$ cat src/rtl/frame_playout_pacer_top_defines.svh
// Assertion macros shared by the frame playout pacer RTL
`ifndef FRAME_PLAYOUT_PACER_TOP_DEFINES_SVH
`define FRAME_PLAYOUT_PACER_TOP_DEFINES_SVH

`ifndef SYNTHESIS
`define FPP_ASSERT_NOW(label, clk, rst_n, ante, cons) \
    label: assert property (@(posedge clk) disable iff (!rst_n) (ante) |-> (cons)) \
        else $error("assertion failed");
`define FPP_ASSERT_NEXT(label, clk, rst_n, ante, cons) \
    label: assert property (@(posedge clk) disable iff (!rst_n) (ante) |=> (cons)) \
        else $error("assertion failed");
`else
`define FPP_ASSERT_NOW(label, clk, rst_n, ante, cons)
`define FPP_ASSERT_NEXT(label, clk, rst_n, ante, cons)
`endif

`endif

$ cat src/rtl/fpp_pkg.sv
// Types and constants of the frame playout pacer
package fpp_pkg;

    localparam int CFG_ADDR_W = 5;

    localparam logic [2:0] REG_BUFFER_TIME    = 3'd0;
    localparam logic [2:0] REG_STREAK_NEEDED  = 3'd1;
    localparam logic [2:0] REG_AVG_GAP_TOL    = 3'd2;
    localparam logic [2:0] REG_SINGLE_GAP_TOL = 3'd3;
    localparam logic [2:0] REG_DRIFT_FACTOR   = 3'd4;
    localparam logic [2:0] REG_WAIT_FACTOR    = 3'd5;
    localparam logic [2:0] REG_TRACK_FACTOR   = 3'd6;

    typedef enum logic [1:0] {
        ACT_SKIP   = 2'd0,
        ACT_RECORD = 2'd1,
        ACT_PACED  = 2'd2
    } t_action;

    typedef struct packed {
        logic [47:0] arrival_us;
        logic [47:0] media_stamp_us;
        logic [47:0] prior_leave_us;
        logic [31:0] feed_gap_us;
        logic [31:0] mean_feed_gap_us;
        logic [31:0] mean_stamp_gap_us;
    } t_in_item;

    typedef struct packed {
        logic [31:0] hold_us;
        t_action     action;
        logic        balanced;
    } t_out_item;

    typedef struct packed {
        logic signed [31:0] buffer_time_us;
        logic [7:0]         balance_streak_needed;
        logic [31:0]        average_gap_tolerance;
        logic [31:0]        single_gap_tolerance;
        logic [15:0]        drift_factor_q8;
        logic [15:0]        wait_factor_q8;
        logic [15:0]        track_factor_q8;
    } t_cfg;

endpackage

$ cat src/rtl/fpp_cfg.sv
// APB configuration registers of the frame playout pacer
module fpp_cfg (
    input  logic                            i_clk,
    input  logic                            i_rst_n,
    input  logic                            psel,
    input  logic                            penable,
    input  logic                            pwrite,
    input  logic [fpp_pkg::CFG_ADDR_W-1:0]  paddr,
    input  logic [31:0]                     pwdata,
    output logic [31:0]                     prdata,
    output logic                            pready,
    output fpp_pkg::t_cfg                   o_cfg
);

    fpp_pkg::t_cfg r_cfg;
    fpp_pkg::t_cfg n_cfg;
    logic [2:0]    w_idx;

    assign w_idx  = paddr[fpp_pkg::CFG_ADDR_W-1:2];
    assign pready = 1'b1;
    assign o_cfg  = r_cfg;

    always_comb begin
        n_cfg = r_cfg;
        if (psel && penable && pwrite) begin
            case (w_idx)
                fpp_pkg::REG_BUFFER_TIME:    n_cfg.buffer_time_us        = pwdata;
                fpp_pkg::REG_STREAK_NEEDED:  n_cfg.balance_streak_needed = pwdata[7:0];
                fpp_pkg::REG_AVG_GAP_TOL:    n_cfg.average_gap_tolerance = pwdata;
                fpp_pkg::REG_SINGLE_GAP_TOL: n_cfg.single_gap_tolerance  = pwdata;
                fpp_pkg::REG_DRIFT_FACTOR:   n_cfg.drift_factor_q8       = pwdata[15:0];
                fpp_pkg::REG_WAIT_FACTOR:    n_cfg.wait_factor_q8        = pwdata[15:0];
                fpp_pkg::REG_TRACK_FACTOR:   n_cfg.track_factor_q8       = pwdata[15:0];
                default:                     n_cfg = r_cfg;
            endcase
        end
    end

    always_comb begin
        case (w_idx)
            fpp_pkg::REG_BUFFER_TIME:    prdata = r_cfg.buffer_time_us;
            fpp_pkg::REG_STREAK_NEEDED:  prdata = {24'd0, r_cfg.balance_streak_needed};
            fpp_pkg::REG_AVG_GAP_TOL:    prdata = r_cfg.average_gap_tolerance;
            fpp_pkg::REG_SINGLE_GAP_TOL: prdata = r_cfg.single_gap_tolerance;
            fpp_pkg::REG_DRIFT_FACTOR:   prdata = {16'd0, r_cfg.drift_factor_q8};
            fpp_pkg::REG_WAIT_FACTOR:    prdata = {16'd0, r_cfg.wait_factor_q8};
            fpp_pkg::REG_TRACK_FACTOR:   prdata = {16'd0, r_cfg.track_factor_q8};
            default:                     prdata = 32'd0;
        endcase
    end

    always_ff @(posedge i_clk) begin
        if (!i_rst_n) begin
            r_cfg <= '0;
        end else begin
            r_cfg <= n_cfg;
        end
    end

endmodule

$ cat config.mk
export PLATFORM = sky130hd
export DESIGN_NAME = fpp_cfg
export DESIGN_NICKNAME = d
export VERILOG_FILES = /design/src/rtl/frame_playout_pacer_top_defines.svh /design/src/rtl/fpp_pkg.sv /design/src/rtl/fpp_cfg.sv
export SDC_FILE = /design/constraint.sdc
export NUM_CORES = 1
export LEC_CHECK = 0
export BUFFER_PORTS_ARGS = -buffer_cell sky130_fd_sc_hd__buf_2
export CAP_MARGIN = 20
export CORE_ASPECT_RATIO = 0.6
export CORE_UTILIZATION = 35
export DETAILED_ROUTE_END_ITERATION = 10
export PLACE_DENSITY = 0.66
export SLEW_MARGIN = 25
export SYNTH_ARGS = -nofsm -noshare
export SYNTH_HDL_FRONTEND = slang
export SYNTH_SLANG_ARGS = --single-unit
$ cat constraint.sdc
create_clock -name i_clk -period 2.1 [get_ports i_clk]
set_clock_uncertainty 0.2 [all_clocks]
set_input_delay 0.42 -clock i_clk [delete_from_list [all_inputs] [get_ports i_clk]]
set_output_delay 0.42 -clock i_clk [all_outputs]
set_load 0.02 [all_outputs]
==> metrics <==
worst reg-to-reg path cell count 2; Buffers on Ports 223; synthesized area per cell approximately 9.6 µm²; total leakage power 4.57 nW; Vias 6244; first-pass GRT wire length 35000 µm; ant diodes 0; Slew Viols, Final 0; ys flop type dfxtp_1; critical-path cell list buf_16 > nor2b_4 > buf_6 > a22o_1 > a221o_1 > buf_6; Cell variety after synth 37; post-layout net count 1028; setup ws final -17.5 ps; number of synthesized register bits about 150; placed cells around 1200; unrepaired setup endpoints after global routing true; Period minus WS final 2120 ps; DIE WIDTH between 150 and 200 µm; Largest stage delay, worst path 330 ps; worst-path maximum fanout 5; met3 Usage GRT under 10%; Worst Path Arrival roughly 1500 ps; maximum VDD drop about 0.46 mV; Filler Cell Count 1792; PwrDens 660 nW/µm²; fmax 472 MHz; critical path endpoint prdata[10]; share of layout cells above drive strength 1 43.8%; hold path cells 3; Mapped Area 6920 µm²; mean number of vias per cell 4.94; Clock Path Buffers 2; kind of critical path input pin to primary output; Top Usage Layer GRT met2; Critical Path Most Common Cell buf_6; final core utilization 52.5%; Setup crit start kind input pin; Routed wire per std cell between 15 and 20 µm; Yosys warnings 0; largest net degree at the start of global routing 32; Synth Instances 718; CTS tree yes; Mapped Nets 760; die area 20400 µm²; cells taking the most area after synthesis dfxtp_1, mux2i_1, nand2_1; I/O pin count approximately 230; clock sinks around 150; Reg-to-Reg Start o_cfg[34]; met2 Usage GRT 33.1%; synthesis-to-layout area growth 45.5%; critical path's slowest cell a221o_1; cell taking the most area after synthesis dfxtp_1; H-tree depth 4; hpwl dp 15600 µm; TritonRoute pass-1 iters 4; GRT met1 Usage 31.6%; max reg flops approximately 150; Req. time, crit path about 1500 ps; instance count on the critical path 6; period utilisation layout 101%; final RePlAce weighted congestion 0.818; global route total overflow 0; clock latency on the worst-skew pair around 400 ps; vias in the first global route 6073; pre-CTS setup slack -224 ps; post-synthesis sequential area ratio between 40% and 50%; Clk pin slew, worst setup/hold paths 70 ps; Post-synth EDFFs 0; chip height 111 µm; CORE AREA 19200 µm²; ys async rst share 0%; Final ANT Viol Nets 0; Synth top area share 44.0%; final setup vio count 6; DR iter-0 viols 331; Layout Cells excl Fill 1265; Critical Path Sink Type primary output; total wire length 22600 µm; TritonCTS Buffers 17; WP buf/inv 3; Root Buffer clkbuf_16; status finished, violations left; total track usage 22.5%; Initial Util between 30% and 40%; Max-Cap Viols 0; Final Hold Vio Count 0; Row Count 39; r2r setup slk 1190 ps; failing checks negative setup slack; HP Class input pin to flip-flop; start point of the critical path paddr[3]; Top Family by Delay on Critical Path compound AO/OA/AOI/OAI gates; antenna violations before repair 1; R2R Path End o_cfg[34]; DRC errors left 0
layer usage:
| layer | vias up | routed length, µm |
|---|---|---|
| met5 | - | 13 |
| met4 | 2 | 241 |
| met3 | 23 | 1730 |
| met2 | 226 | 9750 |
| met1 | 2983 | 10800 |
| li1 | 3010 | - |
synthesized netlist by cell type, types with 4 or more instances:
cell type and number:
a211o_1 7, a211oi_1 4, a21oi_1 16, buf_2 5, buf_4 8, buf_6 11
clkbuf_1 28, dfxtp_1 152, mux2_2 10, mux2i_1 192, nand2_1 202, nand2b_1 5
nor2_2 4, nor2b_1 8, nor3b_1 7, o22ai_1 7, or2_2 16
worst min path at each step:
| stage | startpoint | end | slack (ps) |
|---|---|---|---|
| 2_1_floorplan | o_cfg[0] | o_cfg[0] | 340 |
| 3_3_place_gp | o_cfg[117] | o_cfg[117] | 250 |
| 3_5_place_dp | o_cfg[93] | o_cfg[93] | 260 |
| 4_1_cts | pwdata[19] | o_cfg[99] | 80 |
| 5_1_grt | pwdata[16] | o_cfg[136] | 100 |
| 6_report | pwdata[21] | o_cfg[141] | 90 |
kinds of logic after synthesis:
kind of cell	count (synthesis)	share of synthesized area (%)
flops	152	44.0
other cells	1	0.0542
simple gates	254	16.2
compound gates	54	5.64
mux	202	29.4
buf+inv	55	4.70
what timing repair did:
action	in CTS	in global routing
gates resized for setup	69	58
endpoints found under the hold margin	0	0
endpoints found under the setup margin	32	31
gates cloned	4	0
hold buffers	0	0
setup buffers	4	3
pin swaps	8	17
cell type report:
cell class | count | area, µm² | share of cell area, %
multi-input cells | 511 | 3780 | 37.6
clock buffers | 18 | 439 | 4.36
repair buffers | 303 | 2270 | 22.5
clock inverters | 14 | 150 | 1.49
flip-flops and latches | 152 | 3090 | 30.7
inverters | 1 | 3.75 | 0.0373
well taps | 266 | 333 | 3.31
stage by stage:
step	hold WS [ps]	TNS, ps	power, mW	instance area, µm²
final	93.7	-63.4	6.65	10100
after global routing	101	-678	6.89	10100
after CTS	77.3	-336	6.70	9910
after detailed placement	259	-6140	3.52	8970
after global placement	254	-5570	3.52	8970
after floorplan	341	-933	3.27	7040
worst min-delay path: stages:
cell and delay (ps):
buf_2 100, nand2_1 90, mux2i_1 70
layout by cell type (no fill, tap or decap), types with 4 or more instances in the layout:
master / count
a21oi_4: 8
mux2i_1: 191
inv_8: 4
buf_16: 4
a21oi_2: 7
inv_6: 8
or2_2: 8
clkbuf_16: 17
buf_2: 192
nand2_1: 201
buf_4: 62
buf_12: 23
dfxtp_1: 115
or2_4: 8
a211o_1: 7
buf_6: 21
o22ai_1: 7
mux2_2: 9
dfxtp_2: 37
nor3b_1: 7
nor2b_1: 5
power breakdown:
part / internal [mW] / switching, mW / leakage (nW)
combinational: 0.274 / 0.341 / 3.03
sequential: 2.90 / 0.0182 / 1.24
clock: 1.73 / 1.38 / 0.295
Note: power is estimated with default switching activity, not from simulation.
